===== config.mk =====
export PLATFORM = sky130hd
export DESIGN_NAME = bitmap_page_allocator_top_flat
export DESIGN_NICKNAME = d
export VERILOG_FILES = /design/src/hdl/bpa_pkg.sv /design/src/hdl/bpa_if.sv /design/src/hdl/bitmap_page_allocator_top.sv /design/src/flat_wrapper.sv
export SDC_FILE = /design/constraint.sdc
export NUM_CORES = 2
export LEC_CHECK = 0
export BUFFER_PORTS_ARGS = -buffer_cell sky130_fd_sc_hd__buf_2
export CAP_MARGIN = 20
export CELL_PAD_IN_SITES_DETAIL_PLACEMENT = 1
export CELL_PAD_IN_SITES_GLOBAL_PLACEMENT = 1
export CORE_UTILIZATION = 45
export DETAILED_ROUTE_END_ITERATION = 16
export PLACE_DENSITY_LB_ADDON = 0.1
export SETUP_SLACK_MARGIN = 0.3
export SYNTH_ARGS = -nofsm -noshare
export SYNTH_HDL_FRONTEND = slang
export SYNTH_SLANG_ARGS = --single-unit

===== constraint.sdc =====
create_clock -name i_clk -period 4.2 [get_ports i_clk]
set_input_delay 0.84 -clock i_clk [delete_from_list [all_inputs] [get_ports i_clk]]
set_output_delay 0.84 -clock i_clk [all_outputs]
set_load 0.01 [all_outputs]

===== src/hdl/bpa_pkg.sv =====
// Shared constants, widths and status codes for the bitmap page allocator.
`default_nettype none

package bpa_pkg;

    // Region geometry
    localparam int MAP_WORDS   = 32;
    localparam int WORD_BITS   = 32;
    localparam int PAGE_BYTES  = 4096;     // power of two
    localparam int GROW_BYTES  = 65536;
    localparam int TOTAL_PAGES = MAP_WORDS * WORD_BITS;

    // Derived widths
    localparam int ADDR_W     = 32;
    localparam int WIDX_W     = (MAP_WORDS > 1) ? $clog2(MAP_WORDS) : 1;
    localparam int BIT_W      = $clog2(WORD_BITS);
    localparam int PAGE_W     = WIDX_W + BIT_W;
    localparam int PAGE_SHIFT = $clog2(PAGE_BYTES);
    localparam int PNUM_W     = ADDR_W - PAGE_SHIFT;

    // Result field widths
    localparam int STATUS_W = 2;
    localparam int COMMIT_W = 23;
    localparam int COUNT_W  = 11;

    // Request types
    localparam logic REQ_ALLOC = 1'b0;
    localparam logic REQ_FREE  = 1'b1;

    // Status codes
    localparam logic [STATUS_W-1:0] ST_OK    = 2'd0;
    localparam logic [STATUS_W-1:0] ST_FULL  = 2'd1;
    localparam logic [STATUS_W-1:0] ST_RANGE = 2'd2;

endpackage

`default_nettype wire


===== src/hdl/bpa_if.sv =====
// Valid/ready channel interfaces: request, response and configuration write.
`default_nettype none

interface bpa_req_if import bpa_pkg::*; ();
    logic              valid;
    logic              ready;
    logic              req_type;
    logic [ADDR_W-1:0] addr;

    modport source (output valid, output req_type, output addr, input ready);
    modport sink   (input valid, input req_type, input addr, output ready);
endinterface

interface bpa_rsp_if import bpa_pkg::*; ();
    logic                valid;
    logic                ready;
    logic [STATUS_W-1:0] status;
    logic [ADDR_W-1:0]   page_addr;
    logic                grew;
    logic [COMMIT_W-1:0] committed_bytes;
    logic [COUNT_W-1:0]  alloc_count;

    modport source (output valid, output status, output page_addr, output grew,
                    output committed_bytes, output alloc_count, input ready);
    modport sink   (input valid, input status, input page_addr, input grew,
                    input committed_bytes, input alloc_count, output ready);
endinterface

interface bpa_cfg_if import bpa_pkg::*; ();
    logic              valid;
    logic              ready;
    logic [ADDR_W-1:0] data;

    modport source (output valid, output data, input ready);
    modport sink   (input valid, input data, output ready);
endinterface

`default_nettype wire


===== src/hdl/bitmap_page_allocator_top.sv =====
// Bitmap page allocator: first-fit scan from a hint word, one bitmap word per read.
// Allocate: result loaded through states RD, ACHK, AUPD and RESP, plus another RD
//   and ACHK per all-ones bitmap word skipped (bound by the single bitmap read port).
// Free: result via FOFS, RD, FUPD and RESP; a free outside the region goes FOFS to RESP.
// One item at a time: the next item is taken the cycle after the result is loaded.
// Reset (synchronous, active low) frees every page through per-word valid bits,
//   clears hint, count, committed size and base address; no clearing pass.
`default_nettype none

module bitmap_page_allocator_top
    import bpa_pkg::*;
(
    input  wire         i_clk,
    input  wire         i_rst_n,
    bpa_cfg_if.sink     i_cfg,
    bpa_req_if.sink     i_req,
    bpa_rsp_if.source   o_rsp
);

    typedef enum logic [6:0] {
        S_IDLE = 7'b0000001,
        S_FOFS = 7'b0000010,
        S_RD   = 7'b0000100,
        S_ACHK = 7'b0001000,
        S_AUPD = 7'b0010000,
        S_FUPD = 7'b0100000,
        S_RESP = 7'b1000000
    } t_state;

    // Control and state registers
    t_state              r_state, n_state;
    logic                r_op;
    logic [ADDR_W-1:0]   r_base;
    logic [WIDX_W-1:0]   r_hint;
    logic [COUNT_W-1:0]  r_count;
    logic [COMMIT_W-1:0] r_committed;
    logic [MAP_WORDS-1:0] r_wvld;
    logic                r_rvld;
    logic                r_ovalid;

    // Working and payload registers
    logic [WIDX_W-1:0]   r_word;
    logic [BIT_W-1:0]    r_bit;
    logic [ADDR_W-1:0]   r_offset;
    logic [WORD_BITS-1:0] r_rdata;
    logic [STATUS_W-1:0] r_res_status;
    logic [ADDR_W-1:0]   r_res_paddr;
    logic                r_res_grew;
    logic [STATUS_W-1:0] r_o_status;
    logic [ADDR_W-1:0]   r_o_paddr;
    logic                r_o_grew;
    logic [COMMIT_W-1:0] r_o_committed;
    logic [COUNT_W-1:0]  r_o_count;

    // Bitmap store
    logic [WORD_BITS-1:0] mem_map [MAP_WORDS];

    logic                 w_req_acc;
    logic                 w_out_free;
    logic [WORD_BITS-1:0] w_rword;
    logic                 w_full;
    logic [WORD_BITS-1:0] w_lowclr;
    logic [BIT_W-1:0]     w_lowbit;
    logic [PNUM_W-1:0]    w_pnum;
    logic                 w_in_range;
    logic [PAGE_W-1:0]    w_page;
    logic [COMMIT_W-1:0]  w_end;
    logic [WORD_BITS-1:0] w_bitmask;
    logic                 w_wr_en;
    logic [WORD_BITS-1:0] w_wr_data;

    // Handshakes
    assign i_cfg.ready = 1'b1;
    assign i_req.ready = (r_state == S_IDLE);
    assign w_req_acc   = i_req.valid && i_req.ready;
    assign w_out_free  = !r_ovalid || o_rsp.ready;

    // Word just read; never-written words read as all free
    assign w_rword = r_rvld ? r_rdata : '0;
    assign w_full  = &w_rword;

    // Lowest clear bit: isolate it with one add, then encode the one-hot
    assign w_lowclr = ~w_rword & (w_rword + WORD_BITS'(1));
    always_comb begin
        w_lowbit = '0;
        for (int i = 0; i < WORD_BITS; i++) begin
            if (w_lowclr[i]) begin
                w_lowbit = w_lowbit | BIT_W'(i);
            end
        end
    end

    // Free address to page number and range check
    assign w_pnum     = r_offset[ADDR_W-1:PAGE_SHIFT];
    assign w_in_range = (w_pnum < PNUM_W'(TOTAL_PAGES));

    // Page arithmetic for the update step
    assign w_page    = {r_word, r_bit};
    assign w_end     = (COMMIT_W'(w_page) + COMMIT_W'(1)) << PAGE_SHIFT;
    assign w_bitmask = WORD_BITS'(1) << r_bit;

    // Bitmap write in the update states
    assign w_wr_en   = (r_state == S_AUPD) || (r_state == S_FUPD);
    assign w_wr_data = (r_state == S_AUPD) ? (w_rword | w_bitmask) : (w_rword & ~w_bitmask);

    // Sequencer next state
    always_comb begin
        n_state = r_state;
        unique case (r_state)
            S_IDLE: begin
                if (w_req_acc) begin
                    n_state = (i_req.req_type == REQ_FREE) ? S_FOFS : S_RD;
                end
            end
            S_FOFS: begin
                n_state = w_in_range ? S_RD : S_RESP;
            end
            S_RD: begin
                n_state = (r_op == REQ_FREE) ? S_FUPD : S_ACHK;
            end
            S_ACHK: begin
                if (!w_full) begin
                    n_state = S_AUPD;
                end else if (r_word == WIDX_W'(MAP_WORDS - 1)) begin
                    n_state = S_RESP;
                end else begin
                    n_state = S_RD;
                end
            end
            S_AUPD: n_state = S_RESP;
            S_FUPD: n_state = S_RESP;
            S_RESP: begin
                if (w_out_free) begin
                    n_state = S_IDLE;
                end
            end
            default: n_state = S_IDLE;
        endcase
    end

    // Control state
    always_ff @(posedge i_clk) begin
        if (!i_rst_n) begin
            r_state     <= S_IDLE;
            r_base      <= '0;
            r_hint      <= '0;
            r_count     <= '0;
            r_committed <= '0;
            r_wvld      <= '0;
            r_ovalid    <= 1'b0;
        end else begin
            r_state <= n_state;
            if (i_cfg.valid && i_cfg.ready) begin
                r_base <= i_cfg.data;
            end
            if (w_wr_en) begin
                r_wvld[r_word] <= 1'b1;
            end
            // Allocation: hint moves to the word used, count up, maybe grow
            if (r_state == S_AUPD) begin
                r_hint  <= r_word;
                r_count <= r_count + COUNT_W'(1);
                if (w_end > r_committed) begin
                    r_committed <= w_end + COMMIT_W'(GROW_BYTES);
                end
            end
            // Free: hint lowered, count saturates at zero
            if (r_state == S_FUPD) begin
                if (r_word < r_hint) begin
                    r_hint <= r_word;
                end
                if (r_count != '0) begin
                    r_count <= r_count - COUNT_W'(1);
                end
            end
            if (r_state == S_RESP && w_out_free) begin
                r_ovalid <= 1'b1;
            end else if (o_rsp.ready) begin
                r_ovalid <= 1'b0;
            end
        end
    end

    // Read valid flag follows the registered read
    always_ff @(posedge i_clk) begin
        if (!i_rst_n) begin
            r_rvld <= 1'b0;
        end else if (r_state == S_RD) begin
            r_rvld <= r_wvld[r_word];
        end
    end

    // Bitmap memory: one read and one write port, registered read data
    always_ff @(posedge i_clk) begin
        if (r_state == S_RD) begin
            r_rdata <= mem_map[r_word];
        end
        if (w_wr_en) begin
            mem_map[r_word] <= w_wr_data;
        end
    end

    // Working registers and result payload
    always_ff @(posedge i_clk) begin
        unique case (r_state)
            S_IDLE: begin
                if (w_req_acc) begin
                    r_op     <= i_req.req_type;
                    r_word   <= r_hint;
                    r_offset <= i_req.addr - r_base;
                end
            end
            S_FOFS: begin
                r_word       <= w_pnum[PAGE_W-1:BIT_W];
                r_bit        <= w_pnum[BIT_W-1:0];
                r_res_status <= ST_RANGE;
                r_res_paddr  <= '0;
                r_res_grew   <= 1'b0;
            end
            S_RD: begin
            end
            S_ACHK: begin
                r_bit <= w_lowbit;
                if (w_full) begin
                    r_word       <= r_word + WIDX_W'(1);
                    r_res_status <= ST_FULL;
                    r_res_paddr  <= '0;
                    r_res_grew   <= 1'b0;
                end
            end
            S_AUPD: begin
                r_res_status <= ST_OK;
                r_res_paddr  <= r_base + (ADDR_W'(w_page) << PAGE_SHIFT);
                r_res_grew   <= (w_end > r_committed);
            end
            S_FUPD: begin
                r_res_status <= ST_OK;
                r_res_paddr  <= '0;
                r_res_grew   <= 1'b0;
            end
            S_RESP: begin
                if (w_out_free) begin
                    r_o_status    <= r_res_status;
                    r_o_paddr     <= r_res_paddr;
                    r_o_grew      <= r_res_grew;
                    r_o_committed <= r_committed;
                    r_o_count     <= r_count;
                end
            end
            default: begin
            end
        endcase
    end

    // Response channel
    assign o_rsp.valid           = r_ovalid;
    assign o_rsp.status          = r_o_status;
    assign o_rsp.page_addr       = r_o_paddr;
    assign o_rsp.grew            = r_o_grew;
    assign o_rsp.committed_bytes = r_o_committed;
    assign o_rsp.alloc_count     = r_o_count;

    // Checks
    a_count_bound: assert property (@(posedge i_clk) disable iff (!i_rst_n)
        r_count <= COUNT_W'(TOTAL_PAGES))
        else $error("allocated page count above region size");

    a_leave_idle: assert property (@(posedge i_clk) disable iff (!i_rst_n)
        w_req_acc |=> (r_state != S_IDLE))
        else $error("sequencer did not start on an accepted item");

    a_grew_ok: assert property (@(posedge i_clk) disable iff (!i_rst_n)
        (o_rsp.valid && o_rsp.grew) |-> (o_rsp.status == ST_OK))
        else $error("growth flagged on a failed request");

    a_fail_zero: assert property (@(posedge i_clk) disable iff (!i_rst_n)
        (o_rsp.valid && o_rsp.status != ST_OK) |-> (o_rsp.page_addr == '0))
        else $error("failed request returned a page address");

    a_alloc_count_up: assert property (@(posedge i_clk) disable iff (!i_rst_n)
        (r_state == S_AUPD) |=> (r_count == $past(r_count) + COUNT_W'(1)))
        else $error("allocation did not raise the page count");

endmodule

`default_nettype wire

===== src/flat_wrapper.sv =====
// flat-port wrapper written by rule: the top's interface ports become plain ports
module bitmap_page_allocator_top_flat import bpa_pkg::*;
  (i_clk, i_rst_n, i_cfg_valid, i_cfg_data, i_cfg_ready, i_req_valid, i_req_req_type, i_req_addr, i_req_ready, o_rsp_valid, o_rsp_status, o_rsp_page_addr, o_rsp_grew, o_rsp_committed_bytes, o_rsp_alloc_count, o_rsp_ready);
  bpa_cfg_if i_cfg_i ();
  bpa_req_if i_req_i ();
  bpa_rsp_if o_rsp_i ();
  input  wire i_clk;
  input  wire i_rst_n;
  input wire logic [$bits(i_cfg_i.valid)-1:0] i_cfg_valid;
  input wire logic [$bits(i_cfg_i.data)-1:0] i_cfg_data;
  output wire logic [$bits(i_cfg_i.ready)-1:0] i_cfg_ready;
  input wire logic [$bits(i_req_i.valid)-1:0] i_req_valid;
  input wire logic [$bits(i_req_i.req_type)-1:0] i_req_req_type;
  input wire logic [$bits(i_req_i.addr)-1:0] i_req_addr;
  output wire logic [$bits(i_req_i.ready)-1:0] i_req_ready;
  output wire logic [$bits(o_rsp_i.valid)-1:0] o_rsp_valid;
  output wire logic [$bits(o_rsp_i.status)-1:0] o_rsp_status;
  output wire logic [$bits(o_rsp_i.page_addr)-1:0] o_rsp_page_addr;
  output wire logic [$bits(o_rsp_i.grew)-1:0] o_rsp_grew;
  output wire logic [$bits(o_rsp_i.committed_bytes)-1:0] o_rsp_committed_bytes;
  output wire logic [$bits(o_rsp_i.alloc_count)-1:0] o_rsp_alloc_count;
  input wire logic [$bits(o_rsp_i.ready)-1:0] o_rsp_ready;
  assign i_cfg_i.valid = i_cfg_valid;
  assign i_cfg_i.data = i_cfg_data;
  assign i_cfg_ready = i_cfg_i.ready;
  assign i_req_i.valid = i_req_valid;
  assign i_req_i.req_type = i_req_req_type;
  assign i_req_i.addr = i_req_addr;
  assign i_req_ready = i_req_i.ready;
  assign o_rsp_valid = o_rsp_i.valid;
  assign o_rsp_status = o_rsp_i.status;
  assign o_rsp_page_addr = o_rsp_i.page_addr;
  assign o_rsp_grew = o_rsp_i.grew;
  assign o_rsp_committed_bytes = o_rsp_i.committed_bytes;
  assign o_rsp_alloc_count = o_rsp_i.alloc_count;
  assign o_rsp_i.ready = o_rsp_ready;
  bitmap_page_allocator_top u_core (.i_clk(i_clk), .i_rst_n(i_rst_n), .i_cfg(i_cfg_i), .i_req(i_req_i), .o_rsp(o_rsp_i));
endmodule

Word level (Yosys, flattened, before mapping)

Memories as Yosys holds them, arrays and structs flattened. A register that Yosys moved wholly into a read port is not among the register bits.
Index checks and enable logic that the tools add are counted.

Add/subtract/negate cells: 8
$lt $le $gt $ge: 5
Equal/unequal tests: 17
Shift operators: 1
Mux-type cells: 111
Bitwise logic cells: 6
Reductions and logical operators: 21

Operators with widths:

| operator                                                     | count |
|---|---|
| 2-to-1 mux 32 bit                                            | 12 |
| 2-to-1 mux 23 bit                                            | 7 |
| 2-to-1 mux 5 bit                                             | 27 |
| 2-to-1 mux 11 bit                                            | 9 |
| case mux 32 bit (3 select lines)                             | 1 |
| 2-to-1 mux 7 bit                                             | 10 |
| bitwise AND 32 bit                                           | 2 |
| inverter 32 bit                                              | 2 |
| OR 32 bit                                                    | 2 |
| case mux 7 bit (6 select lines)                              | 1 |
| adder 32 x 1 -> 32 bit, second input constant                | 1 |
| adder 32 x 22 -> 32 bit                                      | 1 |
| 2-to-1 mux 4 bit                                             | 8 |
| AND reduction 32 bit                                         | 1 |
| << shifter 1 x 5 -> 32 bit, first input constant             | 1 |
| subtractor 32 bit                                            | 1 |
| adder 23 x 17 -> 23 bit, second input constant               | 1 |
| > comparator 23 bit                                          | 1 |
| less-than comparator 20 x 11 -> 1 bit, second input constant | 1 |
| 2-to-1 mux 1 bit                                             | 18 |
| 2-to-1 mux 3 bit                                             | 5 |
| case mux 5 bit (3 select lines)                              | 1 |
| inequality test 2 x 1 -> 1 bit, second input constant        | 7 |
| 2-to-1 mux 2 bit                                             | 6 |
| other kinds (32)                                             | 43 |

Register bits after elaboration: 259
Memory bits (writable): 1024
Input bits: 70
Output and inout bits: 72
Logic and storage cells: 190
Memories: 1

Memories:

| memory         | words | bits a word | rd ports | clocked after memory_dff | write ports | RTL line                        | text |
|---|---|---|---|---|---|---|---|
| u_core.mem_map | 32    | 32          | 1        | 1                        | 1           | bitmap_page_allocator_top.sv:56 | `logic [WORD_BITS-1:0] mem_map [MAP_WORDS];` |

Logic depth before layout (Yosys ltp)

Depth in word-level cells: 35
Depth in mapped cells: 14
Gate-level depth less buffers: 13

Worst setup path after synthesis

Ideal clock, no wire load.

Path kind: input -> register
Start: input port o_rsp_ready
End: register u_core.r_o_count[0] (netlist: u_core.o_rsp.alloc_count[0]) (enable)
Library setup time: 478 ps
Arrival time: 3522 ps
Required time: 3722 ps
Path slack: 200 ps
Cell stages on the path: 2
Buffers on the path: 0
Path through: nand2b_1 nor2b_1

Longest elaborated chain between the ends: 3

Ends and longest elaborated chain:

| item                                            | RTL line                         | text |
|---|---|---|
| from (decl)                                     | flat_wrapper.sv:22               | `input wire logic [$bits(o_rsp_i.ready)-1:0] o_rsp_ready;` |
| logical OR 1 bit                                | bitmap_page_allocator_top.sv:76  | `assign w_out_free = !r_ovalid \|\| o_rsp.ready;` |
| inequality test 2 x 1 -> 1 bit (no source line) | --                               |  |
| AND reduction 2 bit (no source line)            | --                               |  |
| to (signal assigned)                            | bitmap_page_allocator_top.sv:247 | `r_o_count <= r_count;` |
| to (decl)                                       | bitmap_page_allocator_top.sv:53  | `logic [COUNT_W-1:0] r_o_count;` |

No other way between the ends.
A chain may end at the register's enable or synchronous reset.

Final worst setup path

Start: register u_core.r_bit[4]
End: register u_core.r_committed[16]

Longest elaborated chain between the ends: 7
Elaborated cells on any way between the ends: 10
Those cells by class: 2 x add/sub; 1 x order compare; 1 x eq/ne; 5 x mux; 1 x reduce/logical

Ends and longest elaborated chain:

| item                       | RTL line                         | text |
|---|---|---|
| from (decl)                | bitmap_page_allocator_top.sv:43  | `logic [BIT_W-1:0] r_bit;` |
| from (signal assigned)     | bitmap_page_allocator_top.sv:215 | `r_bit <= w_pnum[BIT_W-1:0];` |
| from (signal assigned)     | bitmap_page_allocator_top.sv:223 | `r_bit <= w_lowbit;` |
| adder 10 x 1 -> 11 bit (*) | bitmap_page_allocator_top.sv:99  | `assign w_end = (COMMIT_W'(w_page) + COMMIT_W'(1)) << PAGE_SHIFT;` |
| adder 23 x 17 -> 23 bit    | bitmap_page_allocator_top.sv:164 | `r_committed <= w_end + COMMIT_W'(GROW_BYTES);` |
| 2-to-1 mux 23 bit          | bitmap_page_allocator_top.sv:163 | `if (w_end > r_committed) begin` |
| 2-to-1 mux 23 bit          | bitmap_page_allocator_top.sv:160 | `if (r_state == S_AUPD) begin` |
| 2-to-1 mux 23 bit          | bitmap_page_allocator_top.sv:143 | `if (!i_rst_n) begin` |
| 2-to-1 mux 23 bit          | bitmap_page_allocator_top.sv:160 |  |
| 2-to-1 mux 23 bit          | bitmap_page_allocator_top.sv:143 |  |
| to (signal assigned)       | bitmap_page_allocator_top.sv:164 |  |
| to (decl)                  | bitmap_page_allocator_top.sv:36  | `logic [COMMIT_W-1:0] r_committed;` |

Mark *: on every way between the ends. The rest lies on a longest branch, timed or not. The select of a mux whose other input is x is not followed.

==> run_results.csv <==
group,metric,value,unit
final_layout,n_fill_cell,10282,
routing,wl_met3,9070,um
clocking,clkLatencyLatePin,0.75,ns
flow_run,cap_violations,0,
critical_path,worstPathMaxFanout,15,
logic_synthesis,syn_area,51200,um2
logic_synthesis,avgSynthCellArea,18.0,um2
floorplan,coreArea,113000,um2
routing,drt-wirelength-per-cell,30.8,um
pwr,p_per_area,485,nW/um2
logic_synthesis,ys_types,79,
routing,ant_nets,0,
pwr,ir_worst_vdd,0.000361,V
placement,portBuffers,128,
floorplan,io_pins,142,
critical_path,crit_path_start_kind,"register",
clocking,hold_buffers,0,
critical_path,worstPathRequired,4.86,ns
sta,skew,0.0311,ns
grt,overflow,0,
clocking,postCtsSetupRepairBufs,0,
routing,via_per_inst,6.02,
sta,rsz0062_at_grt,"no",
critical_path,crit_path_end_kind,"register",
sta,timing.slew.headroom,0.220,
sta,setup_tns,0,ns
routing,drt_first_pass_iters,5,
sta,setup_viol,0,
routing,met1_length,61300,um
logic_synthesis,yosys_register_bits,1279,
sta,fin_crit_sh,0.846,
clocking,clk_path_buf_depth,3,
clocking,numCtsBuffers,139,
sta,timing.fmax,281,MHz
logic_synthesis,synthFlopType,"edfxtp_1",
final_layout,nets,3246,
critical_path,cp.arrival,4.21,ns
sta,final.min_clock_period,3.55,ns
status,status,"complete, no violations",
sta,finalHoldViolCount,0,
clocking,htree_num_levels,4,
critical_path,reg2reg_slack,0.65,ns
clocking,ctsResizeCount,0,
final_layout,layout_common_cells,"1179 x edfxtp_1, 264 x mux4_2, 208 x nor2_1, 142 x clkbuf_16, 136 x a22oi_1",
routing,vias,28397,
grt,grt_max_degree,148,
routing,met2_length,71300,um
sta,slew_violations,0,
final_layout,layout-drive-gt1-share,0.247,
routing,wl,145000,um
placement,dp_cells,4459,
placement,hpwl,83600,um
logic_synthesis,yosys_warnings,0,
grt,grt_pass1_wl,210000,um
logic_synthesis,synth_edf_count,1179,
final_layout,fin_cells,4719,
floorplan,row_count,123,
floorplan,dieArea,115000,um2
logic_synthesis,yosysSeqAreaShare,0.731,
routing,routed.top_layer,"met4",
routing,drtIter0Drc,2487,
floorplan,start_util,0.454,
clocking,clk_pin_slew,0.05,ns
routing,drc,0,
final_layout,area_delta_synth_final,15.4,%
grt,grt_pass1_vias,29537,
logic_synthesis,synth-async-reset-ratio,0,
final_layout,layout_commonest_cell,"edfxtp_1",
sta,tightest_slew,1.17,ns
floorplan,fp.dieW,339,um
grt,track_usage,0.254,
floorplan,fp.dieH,339,um
critical_path,critical_path_class,"reg -> reg",
hold_path,hp-class,"in -> reg",
grt,antenna_found_initial,3,
logic_synthesis,synth_cells,2845,
clocking,clock_sinks,1279,
clocking,clockRootBuffer,"clkbuf_16",
clocking,cts_tree,"done",
placement,finalWeightedCongestion,0.870,
pwr,p_leak,20.9,nW
## stage by stage
step	instance area, um2	utilization	hold slack [ns]	power [mW]	setup slack, ns
6_report	59100	0.525	0.329	28.7	0.646
4_1_cts	59000	0.524	0.294	28.9	0.721
2_1_floorplan	51200	-	0.400	16.1	0.365
5_1_grt	59100	0.525	0.311	29.5	0.459
3_3_place_gp	54600	0.484	0.404	17.1	0.691
3_5_place_dp	54600	0.485	0.406	17.1	0.697
## worst paths after layout
path / cells past startpoint / start / endpoint
worst max-delay path: 11 / u_core.r_bit[4]$_DFFE_PN_ / u_core.r_committed[16]$_SDFFE_PN0P_
worst max register to register: 11 / u_core.r_bit[4]$_DFFE_PN_ / u_core.r_committed[16]$_SDFFE_PN0P_
worst min register to register: 0 / u_core.r_res_paddr[4]$_SDFFCE_PN0P_ / u_core.o_rsp.page_addr[4]$_DFFE_PP_
worst min-delay path: 1 / i_req_req_type / u_core.r_op$_DFFE_PP_
## report_power, final
part           switching (mW)  internal, mW
logic                    1.67          1.16
registers              0.0907          13.9
clock network            5.01          6.83
total                    6.77          21.9
## routing by layer
layer  GRT usage  vias to the layer above
met3      0.0409                      218
met1       0.351                    15212
met2       0.417                      971
met5           0                        -
li1            -                    11996
met4      0.0740                        0
## state kept, by name (all words and copies together), names as in the netlist
name,flops
u_core.r_bit,5
u_core.r_count,11
u_core.r_op,1
u_core.r_base,32
u_core.o_rsp.status,2
u_core.r_offset,20
u_core.r_res_grew,1
u_core.r_rvld,1
u_core.o_rsp.valid,1
u_core.o_rsp.committed_bytes,11
u_core.r_res_status,2
u_core.r_word,5
u_core.r_committed,11
u_core.o_rsp.page_addr,32
u_core.mem_map,1024
u_core.r_hint,5
u_core.o_rsp.grew,1
u_core.r_res_paddr,32
u_core.r_rdata,32
u_core.o_rsp.alloc_count,11
u_core.r_state,7
u_core.r_wvld,32
## worst max-delay path, stage by stage (launching register included)
cell	delay, ns
edfxtp_1	0.74
nand2_1	0.38
nor2_1	0.27
nand2_1	0.09
xor2_1	0.25
inv_1	0.09
ha_1	0.32
nand4_1	0.13
a211oi_1	0.36
o221ai_4	0.34
mux2_1	0.40
nor2_1	0.09
## synthesized netlist by cell type (all sizes together), types with 10 or more instances
library cell	instances	area [um2]
nand2b	12	75.1
a21oi	42	210
clkbuf	88	330
xnor2	30	263
nand2	91	342
a31oi	12	75.1
a211oi	11	82.6
ha	69	863
nor2b	10	62.6
edfxtp	1179	35400
buf	57	299
inv	73	274
mux4	264	5950
nand3	61	305
nand4	48	300
xor2	19	166
nor3	33	170
and2	11	68.8
nor2	243	920
a21o	21	158
a22oi	136	1020
mux2i	45	450
dfxtp	100	2000
o21ai	52	260
nor4	14	87.6
## cell families after synthesis
group           Yosys count  share of synthesized area
simple gates            572                     0.0531
compound gates          342                     0.0470
mux                     313                      0.126
other cells               2                   0.000147
fa+ha+maj                70                     0.0173
buf+inv                 218                     0.0176
flops                  1279                      0.731
xor+xnor                 49                    0.00838
## area by class of cell
cell class | count | area (um2) | area share
repair buffers | 254 | 1790 | 0.0302
clock buffers | 174 | 3700 | 0.0626
flip-flops and latches | 1279 | 37400 | 0.633
well taps | 1500 | 1880 | 0.0318
multi-input cells | 1359 | 13300 | 0.226
clock inverters | 78 | 709 | 0.0120
inverters | 73 | 275 | 0.00466
diodes | 2 | 5.00 | 0.0000847
Note: power is estimated with default switching activity, not from simulation.
